[src/design/wsfd_pkg.sv]
package wsfd_pkg;

    localparam int LEN_W = 63;

    // parse phases; codes 5..7 never occur and behave as PH_B1
    typedef enum logic [2:0] {
        PH_B1   = 3'd0,
        PH_B2   = 3'd1,
        PH_EXT  = 3'd2,
        PH_KEY  = 3'd3,
        PH_DATA = 3'd4
    } t_phase;

    localparam logic [6:0] LEN16_CODE  = 7'h7E;
    localparam logic [6:0] LEN64_CODE  = 7'h7F;
    localparam logic [3:0] EXT16_BYTES = 4'd2;
    localparam logic [3:0] EXT64_BYTES = 4'd8;

    localparam logic [3:0] OP_CONT  = 4'h0;
    localparam logic [3:0] OP_BIN   = 4'h2;
    localparam logic [3:0] OP_CLOSE = 4'h8;
    localparam logic [3:0] OP_PING  = 4'h9;

    localparam logic [1:0] ST_OK        = 2'd0;
    localparam logic [1:0] ST_ORPHAN    = 2'd1;
    localparam logic [1:0] ST_BAD_OP    = 2'd2;

    localparam logic KIND_HDR = 1'b0;
    localparam logic KIND_PAY = 1'b1;

    typedef struct packed {
        logic             kind;
        logic [7:0]       payload_byte;
        logic [3:0]       frame_opcode;
        logic             final_flag;
        logic [2:0]       reserved_bits;
        logic             was_masked;
        logic [LEN_W-1:0] payload_len;
        logic [1:0]       status;
        logic             last_of_frame;
    } t_out_item;

    // handshake between parser and result buffer
    typedef struct packed {
        logic push;
    } t_buf_ctl;

endpackage

[src/design/wsfd_in_if.sv]
interface wsfd_in_if;
    logic       valid;
    logic       ready;
    logic [7:0] stream_byte;

    modport source (output valid, output stream_byte, input ready);
    modport sink   (input valid, input stream_byte, output ready);
endinterface

[src/design/wsfd_out_if.sv]
interface wsfd_out_if;
    logic                      valid;
    logic                      ready;
    logic                      kind;
    logic [7:0]                payload_byte;
    logic [3:0]                frame_opcode;
    logic                      final_flag;
    logic [2:0]                reserved_bits;
    logic                      was_masked;
    logic [wsfd_pkg::LEN_W-1:0] payload_len;
    logic [1:0]                status;
    logic                      last_of_frame;

    modport source (output valid, output kind, output payload_byte, output frame_opcode,
                    output final_flag, output reserved_bits, output was_masked,
                    output payload_len, output status, output last_of_frame,
                    input ready);
    modport sink   (input valid, input kind, input payload_byte, input frame_opcode,
                    input final_flag, input reserved_bits, input was_masked,
                    input payload_len, input status, input last_of_frame,
                    output ready);
endinterface

[src/design/wsfd_parser.sv]
module wsfd_parser (
    input  logic                 i_clk,
    input  logic                 i_rst_n,
    input  logic                 i_valid,
    input  logic [7:0]           i_byte,
    output logic                 o_ready,
    input  logic                 i_space,
    output wsfd_pkg::t_buf_ctl   o_ctl,
    output wsfd_pkg::t_out_item  o_item
);

    logic                       r_in_valid;
    logic [7:0]                 r_in_byte;

    wsfd_pkg::t_phase           r_phase, n_phase;
    logic [7:0]                 r_b1, n_b1;
    logic [7:0]                 r_b2, n_b2;
    logic [wsfd_pkg::LEN_W-1:0] r_acc, n_acc;
    logic [3:0]                 r_left, n_left;
    logic [31:0]                r_key, n_key;
    logic [1:0]                 r_kidx, n_kidx;
    logic [wsfd_pkg::LEN_W-1:0] r_rem, n_rem;
    logic                       r_msg, n_msg;
    logic [1:0]                 r_status, n_status;

    logic                       w_adv;
    logic                       w_done;
    logic                       w_hdr;
    logic                       w_pay;
    logic [6:0]                 w_len7;
    logic [7:0]                 w_b2_upd;
    logic [wsfd_pkg::LEN_W-1:0] w_acc_upd;
    logic                       w_acc_zero;
    logic [7:0]                 w_key_byte;

    assign w_adv   = r_in_valid && i_space;
    assign o_ready = !r_in_valid || w_adv;
    assign w_len7  = r_in_byte[6:0];

    always_ff @(posedge i_clk) begin
        if (!i_rst_n) begin
            r_in_valid <= 1'b0;
        end else if (o_ready) begin
            r_in_valid <= i_valid;
        end
        if (o_ready && i_valid) begin
            r_in_byte <= i_byte;
        end
    end

    // header fields and length as they stand after this byte
    always_comb begin
        w_b2_upd  = (r_phase == wsfd_pkg::PH_B2) ? r_in_byte : r_b2;
        w_acc_upd = r_acc;
        case (r_phase)
            wsfd_pkg::PH_B2: begin
                if (w_len7 == wsfd_pkg::LEN16_CODE || w_len7 == wsfd_pkg::LEN64_CODE) begin
                    w_acc_upd = '0;
                end else begin
                    w_acc_upd = {{(wsfd_pkg::LEN_W-7){1'b0}}, w_len7};
                end
            end
            wsfd_pkg::PH_EXT: w_acc_upd = {r_acc[wsfd_pkg::LEN_W-9:0], r_in_byte};
            default:          w_acc_upd = r_acc;
        endcase
        w_acc_zero = (w_acc_upd == '0);
    end

    // next phase and step flags
    always_comb begin
        n_phase = r_phase;
        w_done  = 1'b0;
        w_hdr   = 1'b0;
        w_pay   = 1'b0;
        if (w_adv) begin
            case (r_phase)
                wsfd_pkg::PH_B2: begin
                    if (w_len7 == wsfd_pkg::LEN16_CODE || w_len7 == wsfd_pkg::LEN64_CODE) begin
                        n_phase = wsfd_pkg::PH_EXT;
                    end else begin
                        w_done = 1'b1;
                    end
                end
                wsfd_pkg::PH_EXT: begin
                    w_done = (r_left == 4'd1);
                end
                wsfd_pkg::PH_KEY: begin
                    w_hdr = (r_kidx == 2'd3);
                end
                wsfd_pkg::PH_DATA: begin
                    w_pay = 1'b1;
                    if (r_rem == {{(wsfd_pkg::LEN_W-1){1'b0}}, 1'b1}) begin
                        n_phase = wsfd_pkg::PH_B1;
                    end
                end
                default: n_phase = wsfd_pkg::PH_B2;
            endcase
            if (w_done) begin
                if (w_b2_upd[7]) begin
                    n_phase = wsfd_pkg::PH_KEY;
                end else begin
                    w_hdr = 1'b1;
                end
            end
            if (w_hdr) begin
                n_phase = w_acc_zero ? wsfd_pkg::PH_B1 : wsfd_pkg::PH_DATA;
            end
        end
    end

    // datapath registers and result
    always_comb begin
        n_b1     = r_b1;
        n_b2     = r_b2;
        n_acc    = r_acc;
        n_left   = r_left;
        n_key    = r_key;
        n_kidx   = r_kidx;
        n_rem    = r_rem;
        n_msg    = r_msg;
        n_status = r_status;
        if (w_adv) begin
            n_acc = w_acc_upd;
            n_b2  = w_b2_upd;
            case (r_phase)
                wsfd_pkg::PH_B2: begin
                    if (w_len7 == wsfd_pkg::LEN16_CODE) begin
                        n_left = wsfd_pkg::EXT16_BYTES;
                    end else if (w_len7 == wsfd_pkg::LEN64_CODE) begin
                        n_left = wsfd_pkg::EXT64_BYTES;
                    end
                end
                wsfd_pkg::PH_EXT:  n_left = r_left - 4'd1;
                wsfd_pkg::PH_KEY: begin
                    n_key  = {r_key[23:0], r_in_byte};
                    n_kidx = r_kidx + 2'd1;
                end
                wsfd_pkg::PH_DATA: begin
                    n_kidx = r_kidx + 2'd1;
                    n_rem  = r_rem - {{(wsfd_pkg::LEN_W-1){1'b0}}, 1'b1};
                end
                default: n_b1 = r_in_byte;
            endcase
            if (w_done && w_b2_upd[7]) begin
                n_key  = '0;
                n_kidx = '0;
            end
            if (w_hdr) begin
                n_rem  = w_acc_upd;
                n_kidx = '0;
                if (r_b1[3:0] == wsfd_pkg::OP_CONT && !r_msg) begin
                    n_status = wsfd_pkg::ST_ORPHAN;
                    n_msg    = 1'b0;
                end else if (r_b1[3:0] <= wsfd_pkg::OP_BIN) begin
                    n_status = wsfd_pkg::ST_OK;
                    n_msg    = !r_b1[7];
                end else if (r_b1[3:0] == wsfd_pkg::OP_CLOSE ||
                             r_b1[3:0] == wsfd_pkg::OP_PING) begin
                    n_status = wsfd_pkg::ST_OK;
                end else begin
                    n_status = wsfd_pkg::ST_BAD_OP;
                    n_msg    = 1'b0;
                end
            end
        end
    end

    always_comb begin
        case (r_kidx)
            2'd0:    w_key_byte = r_key[31:24];
            2'd1:    w_key_byte = r_key[23:16];
            2'd2:    w_key_byte = r_key[15:8];
            default: w_key_byte = r_key[7:0];
        endcase
        if (!r_b2[7]) begin
            w_key_byte = 8'h00;
        end
    end

    always_comb begin
        o_item.kind          = w_pay ? wsfd_pkg::KIND_PAY : wsfd_pkg::KIND_HDR;
        o_item.payload_byte  = w_pay ? (r_in_byte ^ w_key_byte) : 8'h00;
        o_item.frame_opcode  = r_b1[3:0];
        o_item.final_flag    = r_b1[7];
        o_item.reserved_bits = r_b1[6:4];
        o_item.was_masked    = w_b2_upd[7];
        o_item.payload_len   = w_acc_upd;
        o_item.status        = n_status;
        o_item.last_of_frame = w_pay ? (r_rem == {{(wsfd_pkg::LEN_W-1){1'b0}}, 1'b1})
                                     : w_acc_zero;
        o_ctl.push           = w_hdr || w_pay;
    end

    always_ff @(posedge i_clk) begin
        if (!i_rst_n) begin
            r_phase  <= wsfd_pkg::PH_B1;
            r_b1     <= '0;
            r_b2     <= '0;
            r_acc    <= '0;
            r_left   <= '0;
            r_key    <= '0;
            r_kidx   <= '0;
            r_rem    <= '0;
            r_msg    <= 1'b0;
            r_status <= wsfd_pkg::ST_OK;
        end else begin
            r_phase  <= n_phase;
            r_b1     <= n_b1;
            r_b2     <= n_b2;
            r_acc    <= n_acc;
            r_left   <= n_left;
            r_key    <= n_key;
            r_kidx   <= n_kidx;
            r_rem    <= n_rem;
            r_msg    <= n_msg;
            r_status <= n_status;
        end
    end

endmodule

[src/design/wsfd_out_buf.sv]
module wsfd_out_buf (
    input  logic                 i_clk,
    input  logic                 i_rst_n,
    input  wsfd_pkg::t_buf_ctl   i_ctl,
    input  wsfd_pkg::t_out_item  i_item,
    output logic                 o_space,
    output logic                 o_valid,
    input  logic                 i_ready,
    output wsfd_pkg::t_out_item  o_item
);

    // two-entry result buffer: head drives the port, tail is the skid slot
    logic [1:0]          r_cnt, n_cnt;
    wsfd_pkg::t_out_item r_head, r_tail;
    logic                w_pop;
    logic                w_push;

    assign o_valid = (r_cnt != 2'd0);
    assign o_item  = r_head;
    assign w_pop   = o_valid && i_ready;
    assign w_push  = i_ctl.push;
    assign o_space = (r_cnt != 2'd2) || w_pop;

    always_comb begin
        n_cnt = r_cnt;
        if (w_push && !w_pop) begin
            n_cnt = r_cnt + 2'd1;
        end else if (w_pop && !w_push) begin
            n_cnt = r_cnt - 2'd1;
        end
    end

    always_ff @(posedge i_clk) begin
        if (!i_rst_n) begin
            r_cnt <= 2'd0;
        end else begin
            r_cnt <= n_cnt;
        end
        if (w_push && w_pop) begin
            if (r_cnt == 2'd1) begin
                r_head <= i_item;
            end else begin
                r_head <= r_tail;
                r_tail <= i_item;
            end
        end else if (w_push) begin
            if (r_cnt == 2'd0) begin
                r_head <= i_item;
            end else begin
                r_tail <= i_item;
            end
        end else if (w_pop) begin
            r_head <= r_tail;
        end
    end

endmodule

[src/design/websocket_frame_deframer_unit.sv]
// channel  dir  modport  payload
// i_in     in   sink     stream_byte[7:0]
// o_out    out  source   kind, payload_byte, frame_opcode, final_flag, reserved_bits,
//                        was_masked, payload_len[62:0], status, last_of_frame
//
// One byte per clock sustained while the result buffer has space; a result passes the input register
// and is then decoded into the result buffer, which offers it.
// Header bytes, extended length and key give no item until the byte ending the header.
// Synchronous active-low reset returns to awaiting the first header byte, no message open.
// A two-entry result buffer lets the input keep running through an output stall until both
// entries are held; longer stalls back-pressure the input after two held items.
module websocket_frame_deframer_unit (
    input  logic        i_clk,
    input  logic        i_rst_n,
    wsfd_in_if.sink     i_in,
    wsfd_out_if.source  o_out
);

    wsfd_pkg::t_buf_ctl  w_ctl;
    wsfd_pkg::t_out_item w_item;
    wsfd_pkg::t_out_item w_out;
    logic                w_space;

    wsfd_parser u_parser (
        .i_clk   (i_clk),
        .i_rst_n (i_rst_n),
        .i_valid (i_in.valid),
        .i_byte  (i_in.stream_byte),
        .o_ready (i_in.ready),
        .i_space (w_space),
        .o_ctl   (w_ctl),
        .o_item  (w_item)
    );

    wsfd_out_buf u_out_buf (
        .i_clk   (i_clk),
        .i_rst_n (i_rst_n),
        .i_ctl   (w_ctl),
        .i_item  (w_item),
        .o_space (w_space),
        .o_valid (o_out.valid),
        .i_ready (o_out.ready),
        .o_item  (w_out)
    );

    assign o_out.kind          = w_out.kind;
    assign o_out.payload_byte  = w_out.payload_byte;
    assign o_out.frame_opcode  = w_out.frame_opcode;
    assign o_out.final_flag    = w_out.final_flag;
    assign o_out.reserved_bits = w_out.reserved_bits;
    assign o_out.was_masked    = w_out.was_masked;
    assign o_out.payload_len   = w_out.payload_len;
    assign o_out.status        = w_out.status;
    assign o_out.last_of_frame = w_out.last_of_frame;

endmodule

[src/flat_wrapper.sv]
// flat-port wrapper written by rule: the top's interface ports become plain ports
module websocket_frame_deframer_unit_flat 
  (i_clk, i_rst_n, i_in_valid, i_in_stream_byte, i_in_ready, o_out_valid, o_out_kind, o_out_payload_byte, o_out_frame_opcode, o_out_final_flag, o_out_reserved_bits, o_out_was_masked, o_out_payload_len, o_out_status, o_out_last_of_frame, o_out_ready);
  wsfd_in_if i_in_i ();
  wsfd_out_if o_out_i ();
  input  logic i_clk;
  input  logic i_rst_n;
  input wire logic [$bits(i_in_i.valid)-1:0] i_in_valid;
  input wire logic [$bits(i_in_i.stream_byte)-1:0] i_in_stream_byte;
  output wire logic [$bits(i_in_i.ready)-1:0] i_in_ready;
  output wire logic [$bits(o_out_i.valid)-1:0] o_out_valid;
  output wire logic [$bits(o_out_i.kind)-1:0] o_out_kind;
  output wire logic [$bits(o_out_i.payload_byte)-1:0] o_out_payload_byte;
  output wire logic [$bits(o_out_i.frame_opcode)-1:0] o_out_frame_opcode;
  output wire logic [$bits(o_out_i.final_flag)-1:0] o_out_final_flag;
  output wire logic [$bits(o_out_i.reserved_bits)-1:0] o_out_reserved_bits;
  output wire logic [$bits(o_out_i.was_masked)-1:0] o_out_was_masked;
  output wire logic [$bits(o_out_i.payload_len)-1:0] o_out_payload_len;
  output wire logic [$bits(o_out_i.status)-1:0] o_out_status;
  output wire logic [$bits(o_out_i.last_of_frame)-1:0] o_out_last_of_frame;
  input wire logic [$bits(o_out_i.ready)-1:0] o_out_ready;
  assign i_in_i.valid = i_in_valid;
  assign i_in_i.stream_byte = i_in_stream_byte;
  assign i_in_ready = i_in_i.ready;
  assign o_out_valid = o_out_i.valid;
  assign o_out_kind = o_out_i.kind;
  assign o_out_payload_byte = o_out_i.payload_byte;
  assign o_out_frame_opcode = o_out_i.frame_opcode;
  assign o_out_final_flag = o_out_i.final_flag;
  assign o_out_reserved_bits = o_out_i.reserved_bits;
  assign o_out_was_masked = o_out_i.was_masked;
  assign o_out_payload_len = o_out_i.payload_len;
  assign o_out_status = o_out_i.status;
  assign o_out_last_of_frame = o_out_i.last_of_frame;
  assign o_out_i.ready = o_out_ready;
  websocket_frame_deframer_unit u_core (.i_clk(i_clk), .i_rst_n(i_rst_n), .i_in(i_in_i), .o_out(o_out_i));
endmodule
[config.mk]
export PLATFORM = sky130hd
export DESIGN_NAME = websocket_frame_deframer_unit_flat
export DESIGN_NICKNAME = d
export VERILOG_FILES = /design/src/design/wsfd_pkg.sv /design/src/design/wsfd_in_if.sv /design/src/design/wsfd_out_if.sv /design/src/design/wsfd_parser.sv /design/src/design/wsfd_out_buf.sv /design/src/design/websocket_frame_deframer_unit.sv /design/src/flat_wrapper.sv
export SDC_FILE = /design/constraint.sdc
export NUM_CORES = 1
export LEC_CHECK = 0
export ABC_AREA = 1
export BUFFER_PORTS_ARGS = -buffer_cell sky130_fd_sc_hd__buf_2
export CAP_MARGIN = 10
export CELL_PAD_IN_SITES_DETAIL_PLACEMENT = 1
export CELL_PAD_IN_SITES_GLOBAL_PLACEMENT = 1
export CORE_AREA = 2 2 192 194
export DETAILED_ROUTE_END_ITERATION = 10
export DIE_AREA = 0 0 194 196
export GPL_TIMING_DRIVEN = 0
export MAX_ROUTING_LAYER = met4
export PLACE_DENSITY_LB_ADDON = 0.1
export SLEW_MARGIN = 5
export SYNTH_ARGS = -nofsm -noshare
export SYNTH_HDL_FRONTEND = slang
export SYNTH_SLANG_ARGS = --single-unit
[constraint.sdc]
create_clock -name i_clk -period 26.9 [get_ports i_clk]
set_clock_uncertainty 0.1 [all_clocks]
set_input_delay 5.38 -clock i_clk [delete_from_list [all_inputs] [get_ports i_clk]]
set_output_delay 5.38 -clock i_clk [all_outputs]
set_load 0.005 [all_outputs]
==> results of run 1 <==
## metrics by stage
step	utilization [%]	hold slack (ps)
after detailed placement	52.59	360.7
after global routing	56.13	391.3
after floorplan	-	340.6
after CTS	56.12	367.8
after global placement	52.17	349.2
final	56.13	366.8
## cell families (layout without fill, tap and decap cells)
family,count (synthesis),in the layout,share of synthesized area [%]
adders and majority gates,14,14,0.9863
DFF,358,358,50.27
AOI/OAI and AO/OA,569,569,18.26
and+or+nand+nor,963,963,22.07
other,0,2,0
buffers and inverters,253,431,6.193
xor gates and xnor gates,45,45,2.219
## per-layer routing
layer | vias to the layer above | track usage (%)
li1 | 7789 | -
met1 | 8577 | 47.39
met2 | 830 | 61.92
met3 | 201 | 6.464
met4 | 0 | 15.88
met5 | - | -
## final cells by class
cell class	count	share of cell area (%)
Timing Repair Buffer	102	3.002
Antenna cell	2	0.02471
Clock inverter	13	0.3150
Sequential cell	358	44.08
Tap cell	468	2.891
Inverter	128	2.372
Clock buffer	63	5.979
Multi-Input combinational cell	1591	38.28
Buffer	125	3.058
## final timing paths
path / start / endpoint / slack, ps / cells after the start
max: o_out_ready / i_in_ready / 15340 / 6
min: u_core.u_parser.r_acc[44] / u_core.u_parser.r_acc[44] / 370 / 2
max reg2reg: u_core.u_out_buf.r_cnt[0] / u_core.u_out_buf.r_tail[42] / 20450 / 19
min reg2reg: u_core.u_parser.r_acc[44] / u_core.u_parser.r_acc[44] / 370 / 2
## cell usage in the layout (no fill, tap or decap), types with 31 or more instances in the layout
master                        n
sky130_fd_sc_hd__clkbuf_1    81
sky130_fd_sc_hd__o21ai_0    153
sky130_fd_sc_hd__inv_1      118
sky130_fd_sc_hd__nor2_1     285
sky130_fd_sc_hd__a31oi_1     31
sky130_fd_sc_hd__a21oi_1    148
sky130_fd_sc_hd__a22oi_1     73
sky130_fd_sc_hd__clkbuf_16   43
sky130_fd_sc_hd__buf_2      126
sky130_fd_sc_hd__o21ai_1    111
sky130_fd_sc_hd__dfxtp_1    182
sky130_fd_sc_hd__edfxtp_1   176
sky130_fd_sc_hd__nand2_1    529
sky130_fd_sc_hd__xor2_1      31
sky130_fd_sc_hd__nand3_1     65
## worst max-delay path: stages
cell and delay [ps]:
sky130_fd_sc_hd__buf_2 80, sky130_fd_sc_hd__inv_1 40, sky130_fd_sc_hd__nor2_1 190, sky130_fd_sc_hd__inv_2 100, sky130_fd_sc_hd__nand3_1 150, sky130_fd_sc_hd__buf_2 140
## state kept, by name, summed over array words and instances, names as in the netlist
signal and flops:
u_core.u_out_buf.o_item 84, u_core.u_out_buf.r_tail 84, u_core.u_parser.r_acc 63, u_core.u_parser.r_rem 63
u_core.u_parser.r_key 32, u_core.u_parser.r_b1 8, u_core.u_parser.r_in_byte 8, u_core.u_parser.r_left 4
u_core.u_parser.r_phase 3, u_core.u_out_buf.r_cnt 2, u_core.u_parser.r_kidx 2, u_core.u_parser.r_status 2
u_core.u_parser.r_b2 1, u_core.u_parser.r_in_valid 1, u_core.u_parser.r_msg 1
## power breakdown
group | internal, mW | total [mW] | switching (mW) | leakage [nW]
logic | 0.134 | 0.433 | 0.299 | 4.08
registers | 0.626 | 0.651 | 0.0247 | 3.06
clock network | 0.310 | 0.544 | 0.233 | 0.632
==> results.sh, run 1 <==
export IMPL_timing_setup_tns_ps=0
export IMPL_io_pin_count=98
export IMPL_final_design_area_no_fill_sq_um=20260
export IMPL_layout_filler_cells=4449
export IMPL_grt_start_max_net_pins=34
export IMPL_finalCritPeriodShare_pct=42.99
export IMPL_synth_cell_area_sq_um=17760
export IMPL_synthesis_area_per_instance_sq_um=8.065
export IMPL_ctsLongestPathBuffers=3
export IMPL_number_of_different_library_cells_in_the_post_synthesis_netlist=50
export IMPL_ys_warn_count=0
export IMPL_synth_seq_area_share_pct=50.27
export IMPL_tritoncts_num_buffers=41
export IMPL_detail_route_drc_violations=0
export IMPL_cts_sinks=358
export IMPL_grt_pass1_vias=18028
export IMPL_hold_viol_final=0
export IMPL_vias=17397
export IMPL_p_leak_nw=7.779
export IMPL_finalPower_mw=1.628
export IMPL_clock_tree_root_cell="sky130_fd_sc_hd__clkbuf_16"
export IMPL_wl_met1_um=28570
export IMPL_synth_most_common_cell="sky130_fd_sc_hd__nand2_1"
export IMPL_share_of_the_synthesized_area_in_the_top_cell_type_pct=29.76
export IMPL_slew_violations=0
export IMPL_arrival_ps=6080
export IMPL_postCtsResizedCells=0
export IMPL_grt_util_overall_pct=38.14
export IMPL_num_rows=70
export IMPL_max_cap_violations=0
export IMPL_coreArea_sq_um=36080
export IMPL_wl_met2_um=33300
export IMPL_cts_tree="built"
export IMPL_grt_overflow_total=0
export IMPL_drt_total_wl_um=70960
export IMPL_setup_worst_path_class="in -> out"
export IMPL_mappedNetlistNets=2228
export IMPL_detailroute_wirelength_met3_um=5905
export IMPL_antenna_left=0
export IMPL_area_delta_synth_final_pct=14.06
export IMPL_ir_drop_mv=0.05444
export IMPL_rsz_0062_raised_after_global_routing="false"
export IMPL_worstSkewPairLatency_ps=570
export IMPL_antenna_violations_before_repair=3
export IMPL_most_numerous_cell_types_in_the_synthesized_netlist="529 x sky130_fd_sc_hd__nand2_1, 285 x sky130_fd_sc_hd__nor2_1, 182 x sky130_fd_sc_hd__dfxtp_1, 176 x sky130_fd_sc_hd__edfxtp_1, 154 x sky130_fd_sc_hd__o21ai_0"
export IMPL_cts_hold_repair_buffers=0
export IMPL_outcome="finished, final reports clean"
export IMPL_average_wire_per_cell_in_the_routed_design_um=24.90
export IMPL_ys_seq_elements=358
export IMPL_chip_width_um=194
export IMPL_h_tree_depth=2
export IMPL_async_flop_share_pct=0
export IMPL_floorplan_die_height_um=196
export IMPL_max_slew_worst_pin_slew_ps=990.1
export IMPL_start_kind="input pin"
export IMPL_synth_flop_cell="sky130_fd_sc_hd__dfxtp_1"
export IMPL_cp_data_required_time_ps=21420
export IMPL_hpwl_um=51860
export IMPL_nets=2373
export IMPL_drive_gt1_share_pct=11.13
export IMPL_floorplan_initialDensity_pct=49.22
export IMPL_global_route_wire_length_before_repair_um=107600
export IMPL_placedInstanceArea_sq_um=18980
export IMPL_power_density_cell_area_nw_per_um2=80.36
export IMPL_highest_layer="met4"
export IMPL_dpl_worst_slack_ps=15350
export IMPL_clk_transition_reported_paths_ps=60
export IMPL_via_per_inst=6.104
export IMPL_synth_top_area_cell="sky130_fd_sc_hd__edfxtp_1"
export IMPL_synth_enable_flop_cells=176
export IMPL_drtIter0Drc=1628
export IMPL_fin_cells=2850
export IMPL_io_buffers=96
export IMPL_clock_fmax_mhz=86.47
export IMPL_drt_pass1_iterations=5
export IMPL_floorplan_die_area_sq_um=38020
export IMPL_min_delay_path_class="reg -> reg"
export IMPL_finalSetupViolCount=0
export IMPL_end_kind="output port"
export IMPL_multi_input_combinational_cell_area_sq_um=7754
export IMPL_synthTopCellsByArea="sky130_fd_sc_hd__edfxtp_1 30%, sky130_fd_sc_hd__dfxtp_1 21%, sky130_fd_sc_hd__nand2_1 11%"
export IMPL_postLayoutSetupSlackWorst_ps=15340
export IMPL_critical_path_peak_fanout=4
export IMPL_period_minus_slack_ps=11560
export IMPL_rel_slew_slack_pct=33.99
export IMPL_finalWeightedCongestion=0.9537
export IMPL_post_cts_buffers=0
export IMPL_area_sequential_sq_um=8929
export IMPL_syn_inst=2202
export IMPL_dp_cells=2772
Power figures use the tool's default switching activity.
==> inputs of run 2 (changes only) <==
- CORE_AREA: 2 2 192 194 -> 2 2 200 202
- DIE_AREA: 0 0 194 196 -> 0 0 202 204
- clock period: 26.9 -> 11.6 ns (I/O delays scaled with it)
==> results.sh, run 2 (same netlist as run 1, synthesis figures left out) <==
export IMPL_ir_drop_mv=0.1011
export IMPL_ff2ff_path_depth=19
export IMPL_tritoncts_num_buffers=41
export IMPL_nets=2372
export IMPL_diodes_inserted=0
export IMPL_cts_tree="built"
export IMPL_layout_commonest_cell="sky130_fd_sc_hd__nand2_1"
export IMPL_critical_path_peak_fanout=28
export IMPL_layout_filler_cells=4778
export IMPL_drtIter0Drc=1554
export IMPL_whs_path_depth=2
export IMPL_power_density_cell_area_nw_per_um2=186.2
export IMPL_grt_overflow_total=0
export IMPL_detail_route_drc_violations=0
export IMPL_grt_start_max_net_pins=34
export IMPL_end_kind="flip-flop"
export IMPL_crit_reg2reg_capture="u_core.u_out_buf.r_tail[63]"
export IMPL_floorplan_initialDensity_pct=45.32
export IMPL_via_per_inst=5.890
export IMPL_num_rows=73
export IMPL_start_kind="input pin"
export IMPL_cp_data_required_time_ps=11760
export IMPL_max_cap_violations=0
export IMPL_chip_width_um=202
export IMPL_cp_endpoint="u_core.u_out_buf.r_tail[63]"
export IMPL_average_wire_per_cell_in_the_routed_design_um=23.34
export IMPL_clk_transition_reported_paths_ps=60
export IMPL_cts_sinks=358
export IMPL_period_minus_slack_ps=7710
export IMPL_post_cts_buffers=0
export IMPL_drt_total_wl_um=67770
export IMPL_finalWeightedCongestion=0.9927
export IMPL_grt_pass1_vias=16970
export IMPL_finalPower_mw=3.786
export IMPL_rsz_0062_raised_after_global_routing="false"
export IMPL_arrival_ps=7870
export IMPL_antenna_violations_before_repair=0
export IMPL_floorplan_die_height_um=204
export IMPL_floorplan_die_area_sq_um=41210
export IMPL_drt_pass1_iterations=5
export IMPL_setup_worst_path_class="in -> reg"
export IMPL_hold_viol_final=0
export IMPL_vias=17106
export IMPL_finalCritPeriodShare_pct=66.47
export IMPL_drive_gt1_share_pct=11.18
export IMPL_finalSetupViolCount=0
export IMPL_h_tree_depth=2
export IMPL_clock_tree_root_cell="sky130_fd_sc_hd__clkbuf_16"
export IMPL_antenna_left=0
export IMPL_grt_util_overall_pct=33.83
export IMPL_r2r_start="u_core.u_out_buf.r_cnt[0]"
export IMPL_worst_r2r_setup_slack_ps=5040
export IMPL_area_delta_synth_final_pct=14.52
export IMPL_slew_violations=0
export IMPL_layout_core_utilization_pct=51.90
export IMPL_hpwl_um=49400
export IMPL_layout_common_cells="529 x sky130_fd_sc_hd__nand2_1, 285 x sky130_fd_sc_hd__nor2_1, 182 x sky130_fd_sc_hd__dfxtp_1, 176 x sky130_fd_sc_hd__edfxtp_1, 153 x sky130_fd_sc_hd__o21ai_0"
export IMPL_p_leak_nw=7.781
export IMPL_min_delay_path_class="reg -> reg"
export IMPL_outcome="finished, final reports clean"
export IMPL_ctsLongestPathBuffers=3
export IMPL_cts_hold_repair_buffers=0
export IMPL_rel_slew_slack_pct=30.95
export IMPL_holdWs_ps=368.7
export IMPL_io_buffers=96
export IMPL_io_pin_count=98
export IMPL_postCtsResizedCells=0
export IMPL_clock_fmax_mhz=129.7
export IMPL_worstSkewPairLatency_ps=580
export IMPL_coreArea_sq_um=39180
export IMPL_max_slew_worst_pin_slew_ps=1036
export IMPL_crit_path_start="o_out_ready"
export IMPL_global_route_wire_length_before_repair_um=103000
-- run 2: cell count changes in the layout (fill, tap and decap cells not counted), sizes merged --
cell      before  now
clkbuf       130  124
diode          2    0
clkinvlp       0    2
buf          160  159
clkinv        12   14
bufinv         0    2
-- run 2: layer usage --
metal,GRT usage (%),vias to the layer above,wire length [um]
met5,-,-,0
met4,9.874,0,1736
met3,4.735,130,5049
met2,52.36,679,30650
met1,46.41,8503,30330
li1,-,7794,-
-- run 2: how the worst min path moves through the flow --
stage	slack, ps	endpoint	from
floorplan	340	u_core.u_parser.r_acc[1]	u_core.u_parser.r_acc[1]
global placement	350	u_core.u_parser.r_acc[56]	u_core.u_parser.r_acc[56]
detailed placement	360	u_core.u_parser.r_key[27]	u_core.u_parser.r_key[27]
CTS	370	u_core.u_parser.r_key[28]	u_core.u_parser.r_key[28]
global route	390	u_core.u_parser.r_acc[1]	u_core.u_parser.r_acc[1]
finish	370	u_core.u_parser.r_key[28]	u_core.u_parser.r_key[28]
-- run 2: metrics by stage --
step	setup slack, ps	cells	TNS, ps	instance area, sq um
detailed placement	3485	2828	0	19020
finish	3890	2904	0	20340
global placement	-4310	2823	-360650	18900
floorplan	1159	2202	0	17760
CTS	4031	2904	0	20340
global route	3649	2904	0	20340
-- run 2: worst max-delay path: stages --
cell and delay, ps:
sky130_fd_sc_hd__buf_2 80, sky130_fd_sc_hd__inv_1 30, sky130_fd_sc_hd__nor2_1 160, sky130_fd_sc_hd__inv_2 90, sky130_fd_sc_hd__nand2_1 70, sky130_fd_sc_hd__nand2_1 120, sky130_fd_sc_hd__nor2_1 490, sky130_fd_sc_hd__inv_2 190
sky130_fd_sc_hd__nand2_4 170, sky130_fd_sc_hd__buf_6 190, sky130_fd_sc_hd__buf_2 360, sky130_fd_sc_hd__ha_1 840, sky130_fd_sc_hd__inv_1 400, sky130_fd_sc_hd__nor2_1 270, sky130_fd_sc_hd__clkbuf_1 800, sky130_fd_sc_hd__inv_1 360
sky130_fd_sc_hd__o21ai_4 340, sky130_fd_sc_hd__buf_12 260, sky130_fd_sc_hd__buf_12 220
-- run 2: final cells by class --
class,instances,area [sq um],area share [%]
buffer,125,619.3,3.045
clock inverter,19,148.9,0.7321
timing repair buffer,101,580.6,2.855
multi-input combinational,1591,7754,38.12
clock buffer,57,1170,5.752
tap,525,656.9,3.230
inverter,128,480.5,2.362
sequential,358,8929,43.90
-- run 2: power breakdown --
part / internal, mW / switching, mW / total [mW]
clock: 0.751 / 0.548 / 1.30
combinational: 0.306 / 0.674 / 0.980
sequential: 1.45 / 0.0550 / 1.51
==> inputs of run 3 (changes only) <==
- CORE_AREA: 2 2 200 202 -> 2 2 209 211
- DIE_AREA: 0 0 202 204 -> 0 0 211 213
- clock period: 11.6 -> 6.75 ns (I/O delays scaled with it)
==> results.sh, run 3 (same netlist as run 1, synthesis figures left out) <==
export IMPL_coreArea_sq_um=42700
export IMPL_min_delay_path_class="reg -> reg"
export IMPL_max_slew_worst_pin_slew_ps=1019
export IMPL_clock_fmax_mhz=160.2
export IMPL_finalSetupViolCount=0
export IMPL_antenna_left=0
export IMPL_clk_transition_reported_paths_ps=50
export IMPL_met2_usage_in_global_routing_pct=49.24
export IMPL_h_tree_depth=2
export IMPL_finalPower_mw=6.474
export IMPL_hold_viol_final=0
export IMPL_grt_util_overall_pct=31.97
export IMPL_via_per_inst=5.763
export IMPL_met1_usage_pct=44.06
export IMPL_finalWeightedCongestion=0.9651
export IMPL_layout_common_cells="529 x sky130_fd_sc_hd__nand2_1, 285 x sky130_fd_sc_hd__nor2_1, 182 x sky130_fd_sc_hd__dfxtp_1, 176 x sky130_fd_sc_hd__edfxtp_1, 153 x sky130_fd_sc_hd__o21ai_0"
export IMPL_vias=16864
export IMPL_ir_drop_mv=0.1633
export IMPL_nets=2373
export IMPL_grt_use_met3_pct=4.015
export IMPL_cp_data_required_time_ps=6900
export IMPL_global_route_wire_length_before_repair_um=104400
export IMPL_tritoncts_num_buffers=42
export IMPL_slew_violations=0
export IMPL_period_minus_slack_ps=6243
export IMPL_rsz_0062_raised_after_global_routing="false"
export IMPL_ctsLongestPathBuffers=3
export IMPL_fin_cells=2926
export IMPL_floorplan_die_height_um=213
export IMPL_max_cap_violations=0
export IMPL_grt_pass1_vias=16874
export IMPL_cts_tree="built"
export IMPL_drive_gt1_share_pct=11.05
export IMPL_chip_width_um=211
export IMPL_end_kind="flip-flop"
export IMPL_floorplan_initialDensity_pct=41.60
export IMPL_setup_worst_path_class="in -> reg"
export IMPL_arrival_ps=6400
export IMPL_worstSkewPairLatency_ps=570
export IMPL_drtIter0Drc=1648
export IMPL_floorplan_die_area_sq_um=44940
export IMPL_grt_start_max_net_pins=32
export IMPL_cts_sinks=358
export IMPL_power_density_cell_area_nw_per_um2=318.4
export IMPL_drt_total_wl_um=69560
export IMPL_clock_tree_root_cell="sky130_fd_sc_hd__clkbuf_16"
export IMPL_dp_cells=2849
export IMPL_area_delta_synth_final_pct=14.47
export IMPL_io_buffers=96
export IMPL_detail_route_drc_violations=0
export IMPL_hpwl_um=51050
export IMPL_num_rows=76
export IMPL_start_kind="input pin"
export IMPL_drt_pass1_iterations=5
export IMPL_layout_commonest_cell="sky130_fd_sc_hd__nand2_1"
export IMPL_diodes_inserted=0
export IMPL_antenna_violations_before_repair=1
export IMPL_outcome="finished, final reports clean"
export IMPL_average_wire_per_cell_in_the_routed_design_um=23.77
export IMPL_io_pin_count=98
export IMPL_finalCritPeriodShare_pct=92.49
export IMPL_grt_overflow_total=0
export IMPL_top_usage_layer_grt="met2"
export IMPL_rel_slew_slack_pct=32.09
export IMPL_cts_hold_repair_buffers=0
export IMPL_critical_path_peak_fanout=26
export IMPL_p_leak_nw=7.768
-- run 3: cell count changes in the layout (fill, tap and decap cells not counted), sizes merged --
cell	delta
clkbuf	+5
clkinv	-2
clkinvlp	-2
bufinv	-1
inv	+1
-- run 3: report_power, final --
part | internal, mW | total (mW) | switching (mW)
sequential | 2.50 | 2.59 | 0.0935
clock | 1.25 | 2.19 | 0.942
combinational | 0.525 | 1.69 | 1.17
total | 4.27 | 6.47 | 2.20
-- run 3: final cells by class --
cell class / count / area, sq um
buffer: 125 / 620.6
inverter: 128 / 480.5
fill: 5213 / 22370
tap: 546 / 683.2
clock buffer: 62 / 1177
timing repair buffer: 101 / 580.6
clock inverter: 15 / 105.1
sequential: 358 / 8929
multi-input combinational: 1591 / 7754
-- run 3: worst paths after layout --
path | startpoint | end | slack [ps] | cells after the start
worst min register to register | u_core.u_parser.r_key[29] | u_core.u_parser.r_key[29] | 370 | 2
worst min-delay path | u_core.u_parser.r_key[29] | u_core.u_parser.r_key[29] | 370 | 2
worst max-delay path | o_out_ready | u_core.u_out_buf.r_tail[58] | 510 | 19
worst max register to register | u_core.u_out_buf.r_cnt[0] | u_core.u_out_buf.r_tail[58] | 660 | 19
-- run 3: worst max-delay path, stage by stage --
cell and delay [ps]:
sky130_fd_sc_hd__buf_2 80, sky130_fd_sc_hd__inv_1 30, sky130_fd_sc_hd__nor2_1 170, sky130_fd_sc_hd__inv_2 100, sky130_fd_sc_hd__nand2_1 80, sky130_fd_sc_hd__nand2_1 80
sky130_fd_sc_hd__nor2_1 510, sky130_fd_sc_hd__inv_2 250, sky130_fd_sc_hd__nand2_4 180, sky130_fd_sc_hd__buf_6 190, sky130_fd_sc_hd__buf_2 340, sky130_fd_sc_hd__ha_1 690
sky130_fd_sc_hd__inv_1 510, sky130_fd_sc_hd__nor2_1 300, sky130_fd_sc_hd__clkbuf_2 440, sky130_fd_sc_hd__inv_1 250, sky130_fd_sc_hd__o21ai_4 280, sky130_fd_sc_hd__buf_12 270
sky130_fd_sc_hd__buf_12 210
-- run 3: what timing repair did --
item | CTS | global route
endpoints found under the setup margin | 0 | 26
resized for setup | 0 | 3
setup buffers | 0 | 0
hold endpoints to repair | 0 | 0
-- run 3: per-stage QoR --
stage                     setup TNS (ps)  hold WS (ps)  util (%)  setup slack (ps)  instance area (sq um)
after detailed placement          -28010         355.5     44.61            -497.0                  19050
after floorplan                        0         340.6         -              1145                  17770
after global routing                   0         387.0     47.61             375.4                  20330
final                                  0         367.5     47.61             506.8                  20330
after global placement           -145830         350.1     44.34             -1737                  18930
after CTS                              0         365.1     47.61             82.58                  20330
-- run 3: metal layers --
layer | vias up | wire length [um] | part of all wire, %
met5 | - | 0 | 0
met4 | 0 | 2019 | 2.9
met3 | 124 | 4636 | 6.7
met2 | 561 | 31230 | 45
met1 | 8385 | 31680 | 46
li1 | 7794 | - | -
